[config.mk]
export PLATFORM = sky130hd
export DESIGN_NAME = signed_decimal_number_recognizer
export DESIGN_NICKNAME = d
export VERILOG_FILES = /design/src/sdnr_pkg.sv /design/src/signed_decimal_number_recognizer.sv
export SDC_FILE = /design/constraint.sdc
export NUM_CORES = 1
export LEC_CHECK = 0
export BUFFER_PORTS_ARGS = -buffer_cell sky130_fd_sc_hd__buf_2
export CORE_UTILIZATION = 59
export CTS_BUF_LIST = sky130_fd_sc_hd__clkbuf_8
export DETAILED_ROUTE_END_ITERATION = 10
export PLACE_DENSITY = 0.81
export SETUP_SLACK_MARGIN = 0.2
export SYNTH_ARGS = -nofsm -noshare
export SYNTH_HDL_FRONTEND = slang
export SYNTH_SLANG_ARGS = --single-unit
[constraint.sdc]
create_clock -name clk -period 3 [get_ports clk]
set_input_delay 0.3 -clock clk [delete_from_list [all_inputs] [get_ports clk]]
set_output_delay 0.3 -clock clk [all_outputs]
set_load 0.05 [all_outputs]
[src/sdnr_pkg.sv]
package sdnr_pkg;

    localparam int CharWidth    = 8;
    localparam int VerdictWidth = 3;

    localparam logic [CharWidth-1:0] CharNul   = 8'h00;
    localparam logic [CharWidth-1:0] CharZero  = 8'h30;
    localparam logic [CharWidth-1:0] CharOne   = 8'h31;
    localparam logic [CharWidth-1:0] CharNine  = 8'h39;
    localparam logic [CharWidth-1:0] CharComma = 8'h2C;
    localparam logic [CharWidth-1:0] CharPlus  = 8'h2B;
    localparam logic [CharWidth-1:0] CharMinus = 8'h2D;

    typedef enum logic [2:0] {
        CL_ZERO  = 3'd0,
        CL_DIGIT = 3'd1,
        CL_COMMA = 3'd2,
        CL_SIGN  = 3'd3,
        CL_OTHER = 3'd4
    } char_class_t;

    typedef enum logic [VerdictWidth-1:0] {
        V_REJECT = 3'd0,
        V_INT    = 3'd1,
        V_DEC    = 3'd2,
        V_SINT   = 3'd3,
        V_SDEC   = 3'd4
    } verdict_t;

    function automatic char_class_t classify(input logic [CharWidth-1:0] ch);
        char_class_t cl;
        if (ch == CharZero)
            cl = CL_ZERO;
        else if (ch >= CharOne && ch <= CharNine)
            cl = CL_DIGIT;
        else if (ch == CharComma)
            cl = CL_COMMA;
        else if (ch == CharPlus || ch == CharMinus)
            cl = CL_SIGN;
        else
            cl = CL_OTHER;
        return cl;
    endfunction

endpackage

[src/signed_decimal_number_recognizer.sv]
// Channel  | Handshake          | Payload          | Direction
// ---------+--------------------+------------------+----------
// input    | in_valid, in_stall | char_code [7:0]  | in
// output   | out_valid,out_stall| verdict [2:0]    | out
//
// Each item is taken into an input register; from there its state transition
// is done and, for a terminator, the verdict is loaded into the output
// register: one item per cycle unless a terminator is held by a stalled, full output register.
// Reset (rst_n, asynchronous) empties both registers and sets the start state.
// Only a terminator waiting on a full, stalled output register holds the
// input; other characters keep flowing while a verdict waits.
module signed_decimal_number_recognizer
(
    input  logic                                clk,
    input  logic                                rst_n,
    input  logic                                in_valid,
    output logic                                in_stall,
    input  logic [sdnr_pkg::CharWidth-1:0]      char_code,
    output logic                                out_valid,
    input  logic                                out_stall,
    output logic [sdnr_pkg::VerdictWidth-1:0]   verdict
);

    typedef enum logic [3:0] {
        ST_START  = 4'd0,
        ST_SIGN   = 4'd1,
        ST_INT    = 4'd2,
        ST_FRAC   = 4'd3,
        ST_COMMA  = 4'd4,
        ST_FRACZ  = 4'd5,
        ST_SINT   = 4'd6,
        ST_SFRAC  = 4'd7,
        ST_SCOMMA = 4'd8,
        ST_SFRACZ = 4'd9,
        ST_SZERO  = 4'd10,
        ST_ZERO   = 4'd11,
        ST_ZEROS  = 4'd12,
        ST_TRAP   = 4'd13
    } scan_state_t;

    function automatic scan_state_t next_state(input scan_state_t st,
                                               input sdnr_pkg::char_class_t cl);
        scan_state_t nx;
        nx = ST_TRAP;
        case (st)
            ST_START:
            begin
                case (cl)
                    sdnr_pkg::CL_ZERO:  nx = ST_ZERO;
                    sdnr_pkg::CL_DIGIT: nx = ST_INT;
                    sdnr_pkg::CL_SIGN:  nx = ST_SIGN;
                    default:            nx = ST_TRAP;
                endcase
            end
            ST_SIGN:
            begin
                case (cl)
                    sdnr_pkg::CL_ZERO:  nx = ST_SZERO;
                    sdnr_pkg::CL_DIGIT: nx = ST_SINT;
                    default:            nx = ST_TRAP;
                endcase
            end
            ST_INT, ST_ZERO, ST_ZEROS:
            begin
                case (cl)
                    sdnr_pkg::CL_ZERO:  nx = (st == ST_INT) ? ST_INT : ST_ZEROS;
                    sdnr_pkg::CL_DIGIT: nx = ST_INT;
                    sdnr_pkg::CL_COMMA: nx = ST_COMMA;
                    default:            nx = ST_TRAP;
                endcase
            end
            ST_FRAC, ST_COMMA, ST_FRACZ:
            begin
                case (cl)
                    sdnr_pkg::CL_ZERO:  nx = ST_FRACZ;
                    sdnr_pkg::CL_DIGIT: nx = ST_FRAC;
                    default:            nx = ST_TRAP;
                endcase
            end
            ST_SINT, ST_SZERO:
            begin
                case (cl)
                    sdnr_pkg::CL_ZERO:  nx = (st == ST_SINT) ? ST_SINT : ST_SZERO;
                    sdnr_pkg::CL_DIGIT: nx = ST_SINT;
                    sdnr_pkg::CL_COMMA: nx = ST_SCOMMA;
                    default:            nx = ST_TRAP;
                endcase
            end
            ST_SFRAC, ST_SCOMMA, ST_SFRACZ:
            begin
                case (cl)
                    sdnr_pkg::CL_ZERO:  nx = ST_SFRACZ;
                    sdnr_pkg::CL_DIGIT: nx = ST_SFRAC;
                    default:            nx = ST_TRAP;
                endcase
            end
            default:  nx = ST_TRAP;
        endcase
        return nx;
    endfunction

    function automatic sdnr_pkg::verdict_t final_verdict(input scan_state_t st);
        sdnr_pkg::verdict_t v;
        case (st)
            ST_INT, ST_ZERO: v = sdnr_pkg::V_INT;
            ST_FRAC:         v = sdnr_pkg::V_DEC;
            ST_SINT:         v = sdnr_pkg::V_SINT;
            ST_SFRAC:        v = sdnr_pkg::V_SDEC;
            default:         v = sdnr_pkg::V_REJECT;
        endcase
        return v;
    endfunction

    logic                           in_valid_reg;
    logic [sdnr_pkg::CharWidth-1:0] char_reg;
    scan_state_t                    scan_state_reg;
    scan_state_t                    scan_state_next;
    logic                           out_valid_reg;
    sdnr_pkg::verdict_t             verdict_reg;

    logic is_term;
    logic out_free;
    logic advance;
    logic in_accept;

    assign is_term   = (char_reg == sdnr_pkg::CharNul);
    assign out_free  = !out_valid_reg || !out_stall;
    // A terminator needs room in the output register; other characters do not.
    assign advance   = in_valid_reg && (!is_term || out_free);
    assign in_stall  = in_valid_reg && !advance;
    assign in_accept = in_valid && !in_stall;

    always_comb
    begin
        if (is_term)
            scan_state_next = ST_START;
        else
            scan_state_next = next_state(scan_state_reg, sdnr_pkg::classify(char_reg));
    end

    always_ff @(posedge clk or negedge rst_n)
    begin
        if (!rst_n)
        begin
            in_valid_reg   <= 1'b0;
            scan_state_reg <= ST_START;
            out_valid_reg  <= 1'b0;
            verdict_reg    <= sdnr_pkg::V_REJECT;
        end
        else
        begin
            if (in_accept)
                in_valid_reg <= 1'b1;
            else if (advance)
                in_valid_reg <= 1'b0;

            if (advance)
                scan_state_reg <= scan_state_next;

            if (advance && is_term)
            begin
                out_valid_reg <= 1'b1;
                verdict_reg   <= final_verdict(scan_state_reg);
            end
            else if (!out_stall)
                out_valid_reg <= 1'b0;
        end
    end

    always_ff @(posedge clk)
    begin
        if (in_accept)
            char_reg <= char_code;
    end

    assign out_valid = out_valid_reg;
    assign verdict   = verdict_reg;

    a_term_restarts: assert property (@(posedge clk) disable iff (!rst_n)
        advance && is_term |=> scan_state_reg == ST_START && out_valid)
        else $error("terminator did not restart the scan or load a verdict");

    a_stall_only_on_term: assert property (@(posedge clk) disable iff (!rst_n)
        in_stall |-> is_term && out_valid_reg && out_stall)
        else $error("input stalled without a blocked terminator");

    a_trap_absorbs: assert property (@(posedge clk) disable iff (!rst_n)
        scan_state_reg == ST_TRAP && advance && !is_term
        |=> scan_state_reg == ST_TRAP)
        else $error("trap state left on a nonzero character");

    a_state_holds: assert property (@(posedge clk) disable iff (!rst_n)
        !advance |=> $stable(scan_state_reg))
        else $error("scan state changed without an item");

endmodule

==> results of run 1 <==
-- critical path, cell delays in order (launching register included) --
cell and delay [ns]:
edfxtp_1 0.47, or4_4 0.65, nor4_4 0.38, nand4_1 0.19, inv_1 0.07, buf_2 0.25
-- placed cells by master, fill, tap and decap left out, types with 2 or more instances in the layout --
master / netlist / layout
nand2_1: 20 / 20
buf_2: 0 / 16
a21oi_1: 9 / 9
dfrtp_1: 9 / 9
nor2_1: 8 / 8
o21ai_0: 8 / 8
edfxtp_1: 8 / 8
o21ai_1: 6 / 6
nand3_1: 5 / 5
inv_1: 3 / 4
nor3_1: 4 / 4
o211ai_1: 4 / 4
nand4_1: 3 / 3
nand2b_1: 3 / 3
nor2b_1: 3 / 3
nor4_1: 3 / 3
a211oi_1: 3 / 3
clkbuf_8: 3 / 3
and2_1: 2 / 2
nand3_2: 2 / 2
xor2_1: 2 / 2
clkinv_1: 2 / 2
a221oi_1: 2 / 2
o21ai_2: 2 / 2
-- power groups by stage --
stage / registers [W] / clock network [W] / logic, W
floorplan: 0.000286 / 0 / 0.000256
global placement: 0.000320 / 0 / 0.000247
detailed placement: 0.000323 / 0 / 0.000250
CTS: 0.000318 / 0.000163 / 0.000254
global route: 0.000325 / 0.000171 / 0.000288
finish: 0.000321 / 0.000159 / 0.000260
-- Yosys cell counts, types with 2 or more instances --
| cell type | number |
|---|---|
| a221oi_1 | 2 |
| nand3_1 | 5 |
| nor4_1 | 3 |
| nand2b_1 | 3 |
| dfrtp_1 | 9 |
| a211oi_1 | 3 |
| xor2_1 | 2 |
| a21oi_1 | 9 |
| buf_6 | 3 |
| o21ai_0 | 8 |
| nor2b_1 | 3 |
| nand2_1 | 20 |
| clkinv_1 | 2 |
| buf_4 | 2 |
| clkbuf_8 | 3 |
| o211ai_1 | 4 |
| inv_1 | 3 |
| nor3_1 | 4 |
| nand3_2 | 2 |
| o21ai_1 | 6 |
| nor2_1 | 8 |
| and2_1 | 2 |
| o21ai_2 | 2 |
| nand4_1 | 3 |
| edfxtp_1 | 8 |
-- per-layer routing --
metal / routed length [µm] / track usage, % / vias to the layer above
met4: 78 / 10.78 / 0
met5: 0 / 0 / -
li1: - / - / 574
met3: 190 / 2.804 / 11
met1: 1228 / 33.06 / 558
met2: 1308 / 40.51 / 72
-- cells by family after synthesis --
kind of cell / Yosys count / synth area share (%)
buffers and inverters: 14 / 8.703
AO/OA/AOI/OAI: 43 / 21.86
flip-flops: 17 / 35.98
XOR/XNOR: 2 / 1.354
AND/OR/NAND/NOR: 69 / 32.11
-- what timing repair did --
action,4_1_cts,5_1_grt
hold endpoints to repair,9,0
setup endpoints to repair,0,1
gates resized for setup,0,1
hold buffers,1,0
-- per-stage QoR --
stage | instance area (µm²) | utilization (%) | total power (W) | worst slack (ns)
final | 1380 | 68.94 | 0.0007394 | 0.4359
after global routing | 1380 | 68.94 | 0.0007839 | 0.2998
after CTS | 1376 | 68.75 | 0.0007348 | 0.2955
after detailed placement | 1321 | 66.00 | 0.0005730 | 0.5888
after global placement | 1321 | 66.00 | 0.0005671 | 0.6242
after floorplan | 1294 | - | 0.0005429 | 0.7278
-- path summary, 6_finish.rpt --
kind / start / end / cells after the start
min: char_code[0] / char_reg[0] / 1
max: char_reg[1] / in_stall / 5
max in group asynchronous: rst_n / scan_state_reg[3] / 2
min reg2reg: verdict[0] / verdict[0] / 2
max reg2reg: char_reg[1] / char_reg[5] / 4
min in group asynchronous: rst_n / verdict[0] / 2
-- layout make-up --
class                      count  area (µm²)  area share, %
timing repair buffer          18       97.59          7.072
clock inverter                 1       3.754         0.2720
inverter                       5       18.77          1.360
clock buffer                   3       41.29          2.992
sequential                    17       465.4          33.73
multi-input combinational    114       719.4          52.13
tap                           27       33.78          2.448
==> flow_summary.ini, run 1 <==
[status]
status = finished with violations
failed_checks = DRC

[clock_tree]
clock_latency_ns = 0.24
cts_made_buffers = 3
cts_tree = built
path_clk_slew_ns = 0.06
clock_path_buffers = 2
clkSinkCount = 17
postCtsSetupBuffers = 0
htree_levels = 1
cts_root_buf = clkbuf_8

[layout]
antenna_cells = 0
fillCellCount = 173
fin_nets = 171
largest_reg_flops = 8
synthToLayoutAreaGrowth_pct = 6.673
fin_cells = 185
drive_gt1_share_pct = 19.62

[sta]
period_needed_ns = 2.564
hold_viol = 0
report.final.slew_viol_count = 0
max_freq_ghz = 0.3900
tns_ns = 0
finClkSkew_ns = 0.001057
tightest_slew_ns = 0.5490
holdWs_ns = 0.2293
maxSlewHeadroom_pct = 62.46
fin_crit_sh_pct = 85.47
rsz0062_at_grt = false
finalSetupViolations = 0

[drt]
drtPass1Iterations = 7
vias = 1215
routed_wl_um = 2806
via_per_inst = 6.568
drtAntennaViolNets = 0
drt_iter0_drc = 58
drc = 1
post_drt_wl_per_cell_um = 15.17

[floorplan]
die_w_um = 48.83
start_util_pct = 64.63
num_rows = 16
dieArea_um2 = 2384
core_um2 = 2002
die_h_um = 48.83
ios = 17

[worst_setup_path]
startpoint_type = flip-flop
crit_type = reg -> out
cp_max_fo = 7
reg2reg_slack_ns = 0.72
required_ns = 2.70
end_kind = primary output
arrival_ns = 2.26

[pwr]
intPower_w = 0.0004628
power_frac_comb_pct = 35.1
p_sw_share_pct = 37.41
seq_power_share_pct = 43.4
peakVddDrop_mv = 0.3565
p_leak_nw = 0.5404
switchingPower_w = 0.0002766
clkPwrFrac_pct = 21.4
pwr_density_cell_nw_per_um2 = 535.7

[place]
dp_hpwl_um = 2025
portBuffers = 16
routabilityCongestion = 0.9405
dp.cells = 180

[synthesis]
yosysTopAreaCell = edfxtp_1
ys_types = 51
ys_async_sr_fraction_pct = 52.94
synthFlopType = dfrtp_1
synth.avg_cell_area_um2 = 8.922
synth-seq-cells = 17
synth.top_cell.area_share_pct = 18.57
synthesis.instances = 145
ys_seq_area_share_pct = 35.98
synth.area.top_cells = edfxtp_1 (19%), dfrtp_1 (17%), nand2_1 (5.8%)
netlist_area_um2 = 1294
synth_edf_count = 8
syn-num-nets = 157
yosysWarnings = 0

[global_route]
grt_use_total_pct = 24.73
antenna_found_initial = 0
grt_pass1_vias = 1116
grt_max_degree = 19
grt_pass1_wl_um = 4692
overflow = 0

[flow_run]
maxCapViolCount = 0

[min_path]
hold_path_class = in -> reg
(Power assumes the default switching activity.)
==> run 2: changes to the inputs <==
==> constraint.sdc (replaced) <==
create_clock -name clk -period 2.7 [get_ports clk]
set_input_delay 0.27 -clock clk [delete_from_list [all_inputs] [get_ports clk]]
set_output_delay 0.27 -clock clk [all_outputs]
set_load 0.05 [all_outputs]
==> flow_summary.ini, run 2 (same netlist as run 1, synthesis figures left out) <==
[worst_setup_path]
required_ns = 2.43
arrival_ns = 2.09
crit_path_top_delay_cell = or4_4
cp_max_fo = 7
crit_type = reg -> out
startpoint_type = flip-flop
critPathMaxStageDelay_ns = 0.65
end_kind = primary output
cp_cell_sequence = or4_4 -> nor4_4 -> nand4_1 -> inv_1 -> clkbuf_4

[pwr]
peakVddDrop_mv = 0.4607
switchingPower_w = 0.0003070
clkPwrFrac_pct = 21.4
p_leak_nw = 0.5552
p_sw_share_pct = 37.26
pwr_density_cell_nw_per_um2 = 586.3
seq_power_share_pct = 42.7
intPower_w = 0.0005169
power_frac_comb_pct = 35.9

[sta]
report.final.slew_viol_count = 0
finClkSkew_ns = 0.002781
fin_crit_sh_pct = 87.45
maxSlewHeadroom_pct = 58.78
finalSetupViolations = 0
rsz0062_at_grt = false
tns_ns = 0
period_needed_ns = 2.361
max_freq_ghz = 0.4235
fin_ws_ns = 0.3388
tightest_slew_ns = 0.6027
hold_viol = 0

[global_route]
grt_pass1_vias = 1205
grt_use_total_pct = 28.93
antenna_found_initial = 0
grt_max_degree = 18
grt_pass1_wl_um = 5340
overflow = 0

[drt]
post_drt_wl_per_cell_um = 16.01
via_per_inst = 6.463
vias = 1215
drt_iter0_drc = 69
routed_wl_um = 3010
drc = 0
drtPass1Iterations = 4
drtAntennaViolNets = 0

[floorplan]
core_um2 = 2002
start_util_pct = 64.63
num_rows = 16
die_h_um = 48.83
dieArea_um2 = 2384
ios = 17
die_w_um = 48.83

[clock_tree]
clkSinkCount = 17
cts_tree = built
clock_path_buffers = 2
cts_root_buf = clkbuf_8
cts_made_buffers = 3
clock_latency_ns = 0.24
htree_levels = 1
path_clk_slew_ns = 0.06

[place]
dp_hpwl_um = 2202
routabilityCongestion = 0.9676
pre_cts_ws_ns = 0.4645
portBuffers = 16

[layout]
drive_gt1_share_pct = 21.12
antenna_cells = 0
fin_nets = 174
synthToLayoutAreaGrowth_pct = 8.608
final_common_cell = nand2_1
utilization_pct = 70.19
final_cell_mix = nand2_1 (20), buf_2 (15), a21oi_1 (9), dfrtp_1 (9)
largest_reg_flops = 8

[status]
status = completed

[flow_run]
maxCapViolCount = 0

[min_path]
hold_path_class = in -> reg
[run 2: cell count changes in the layout (fill, tap and decap cells not counted)]
cell and change:
buf_4 +3, clkbuf_4 +1, buf_2 -1
[run 2: cell type report]
type / count / area, µm²
repair buffers: 21 / 122.6
multi-input cells: 114 / 719.4
flip-flops and latches: 17 / 465.4
fillers: 157 / 596.8
clock inverters: 1 / 3.754
well taps: 27 / 33.78
inverters: 5 / 18.77
clock buffers: 3 / 41.29
[run 2: per-layer routing]
metal / vias up / wire, µm / GRT usage (%)
met5: - / 0 / 0
met4: 0 / 61 / 14.71
met3: 9 / 191 / 2.181
met2: 64 / 1480 / 48.84
met1: 565 / 1277 / 37.27
li1: 577 / - / -
[run 2: power by group through the flow]
stage               Sequential [W]  Combinational, W  Clock, W
floorplan                 0.000318          0.000285         0
global placement          0.000350          0.000279         0
detailed placement        0.000354          0.000286         0
CTS                       0.000349          0.000289  0.000180
global route              0.000357          0.000333  0.000188
finish                    0.000352          0.000295  0.000177
[run 2: path summary, 6_finish.rpt]
check	startpoint	to	slack [ns]	cells after the start
max in group asynchronous	rst_n	scan_state_reg[0]	2.08	2
max	char_reg[1]	in_stall	0.34	5
min in group asynchronous	rst_n	verdict[0]	0.44	2
max reg2reg	char_reg[1]	scan_state_reg[3]	0.37	6
min reg2reg	verdict[0]	verdict[0]	0.50	2
min	char_code[7]	char_reg[7]	0.20	1
[run 2: metrics by stage]
step / std cells / instance area (µm²) / hold slack, ns / total power (W)
2_1_floorplan: 145 / 1294 / -0.02559 / 0.0006032
3_3_place_gp: 183 / 1344 / 0.1253 / 0.0006288
3_5_place_dp: 183 / 1344 / 0.1273 / 0.0006397
4_1_cts: 188 / 1403 / 0.1936 / 0.0008186
5_1_grt: 188 / 1405 / 0.1908 / 0.0008788
6_report: 188 / 1405 / 0.1998 / 0.0008239
[run 2: timing repair]
| action | 4_1_cts | 5_1_grt |
|---|---|---|
| setup endpoints to repair | 1 | 1 |
| hold buffers | 1 | 0 |
| gates resized for setup | 1 | 1 |
| hold endpoints to repair | 9 | 0 |
| setup buffers | 0 | 0 |
[run 2: worst max-delay path, delay by kind of cell (launching register included)]
family / cells / cell delay (ns)
AND/OR/NAND/NOR: 3 / 1.08
flip-flops: 1 / 0.47
buffers and inverters: 2 / 0.30
==> run 3: changes to the inputs <==
--- a/config.mk
+++ b/config.mk
@@ -9,6 +9,7 @@
 export CORE_UTILIZATION = 59
 export CTS_BUF_LIST = sky130_fd_sc_hd__clkbuf_8
 export DETAILED_ROUTE_END_ITERATION = 10
+export GPL_TIMING_DRIVEN = 1
 export PLACE_DENSITY = 0.81
 export SETUP_SLACK_MARGIN = 0.2
 export SYNTH_ARGS = -nofsm -noshare
==> constraint.sdc (replaced) <==
create_clock -name clk -period 2.4 [get_ports clk]
set_input_delay 0.24 -clock clk [delete_from_list [all_inputs] [get_ports clk]]
set_output_delay 0.24 -clock clk [all_outputs]
set_load 0.05 [all_outputs]
==> flow_summary.ini, run 3 (same netlist as run 1, synthesis figures left out) <==
[sta]
finClkSkew_ns = 0.008158
maxSlewHeadroom_pct = 64.55
tns_ns = 0
report.final.slew_viol_count = 0
max_freq_ghz = 0.4542
tightest_slew_ns = 0.5317
finalSetupViolations = 0
fin_crit_sh_pct = 91.73
hold_viol = 0
rsz0062_at_grt = false
fin_ws_ns = 0.1985
period_needed_ns = 2.201

[clock_tree]
clock_path_buffers = 2
cts_root_buf = clkbuf_8
clkSinkCount = 17
clock_latency_ns = 0.25
cts_tree = built
cts_made_buffers = 3
path_clk_slew_ns = 0.07
htree_levels = 1

[place]
dp_hpwl_um = 2286
portBuffers = 16
routabilityCongestion = 1.027
pre_cts_ws_ns = 0.1718

[worst_setup_path]
crit_type = reg -> reg
startpoint_type = flip-flop
required_ns = 2.54
arrival_ns = 2.35
cp_max_fo = 5
end_kind = flip-flop

[floorplan]
die_h_um = 48.83
die_w_um = 48.83
start_util_pct = 64.63
dieArea_um2 = 2384
num_rows = 16
ios = 17
core_um2 = 2002

[min_path]
hold_path_class = in -> reg

[drt]
routed_wl_um = 3740
drt_iter0_drc = 85
post_drt_wl_per_cell_um = 18.42
vias = 1362
via_per_inst = 6.709
drtPass1Iterations = 5
drc = 0
drtAntennaViolNets = 0

[global_route]
grt_pass1_wl_um = 5602
grt_pass1_vias = 1222
grt_use_total_pct = 30.81
antenna_found_initial = 0
overflow = 0
grt_max_degree = 18

[layout]
fin_nets = 189
synthToLayoutAreaGrowth_pct = 19.44
final_common_cell = nand2_1
final_cell_mix = nand2_1 (20), buf_4 (19), buf_2 (15)
drive_gt1_share_pct = 30.11
antenna_cells = 0
largest_reg_flops = 8

[pwr]
p_leak_nw = 0.6278
peakVddDrop_mv = 0.5181
pwr_density_cell_nw_per_um2 = 648.2
total_power_w = 0.001002

[status]
status = completed

[flow_run]
maxCapViolCount = 0
run 3: cell type report:
| cell class | count | area, µm² |
|---|---|---|
| Multi-Input combinational cell | 114 | 742.0 |
| Sequential cell | 17 | 465.4 |
| Fill cell | 135 | 456.7 |
| Timing Repair Buffer | 36 | 239.0 |
| Clock buffer | 3 | 41.29 |
| Tap cell | 27 | 33.78 |
| Inverter | 5 | 18.77 |
| Clock inverter | 1 | 5.005 |
run 3: worst max-delay path: stages (launching register included):
cell,delay (ns)
edfxtp_1,0.43
buf_4,0.19
nor4_2,0.38
nand2_1,0.22
a21oi_1,0.22
nor2_1,0.06
a2111oi_1,0.36
buf_4,0.18
o21ai_1,0.05
run 3: repair_timing:
item | 4_1_cts | 5_1_grt
setup buffers | 3 | 8
hold buffers | 1 | 0
hold endpoints to repair | 9 | 0
setup endpoints to repair | 10 | 2
resized for setup | 3 | 4
pin swaps | 0 | 4
run 3: worst paths after layout:
| path | startpoint | to | slack, ns | cells past startpoint |
|---|---|---|---|---|
| setup / recovery | char_reg[1] | scan_state_reg[3] | 0.20 | 8 |
| hold / removal | char_code[2] | char_reg[2] | 0.17 | 1 |
| setup reg to reg | char_reg[1] | scan_state_reg[3] | 0.20 | 8 |
| hold reg to reg | verdict[0] | verdict[0] | 0.49 | 2 |
| max in group asynchronous | rst_n | verdict[1] | 1.85 | 2 |
| min in group asynchronous | rst_n | verdict[0] | 0.37 | 2 |
run 3: routing by layer:
metal / vias to the layer above / routed length (µm) / global-route usage [%]
met5: - / 0 / 0
met4: 0 / 263 / 20.59
met3: 38 / 378 / 4.984
met2: 113 / 1743 / 48.38
met1: 602 / 1355 / 39.07
li1: 609 / - / -
run 3: power by group:
part,leakage (nW),switching [W],internal [W]
logic,0.410,0.000228,0.000163
clock network,0.0255,0.0000961,0.000115
registers,0.193,0.0000658,0.000333
run 3: per-stage QoR:
stage	cells	hold WS, ns	util [%]	instance area (µm²)
after floorplan	145	-0.05559	-	1294
after global placement	187	0.09888	68.63	1374
after detailed placement	187	0.09887	68.63	1374
after CTS	195	0.1627	73.19	1465
after global routing	203	0.1587	77.19	1545
final	203	0.1651	77.19	1545
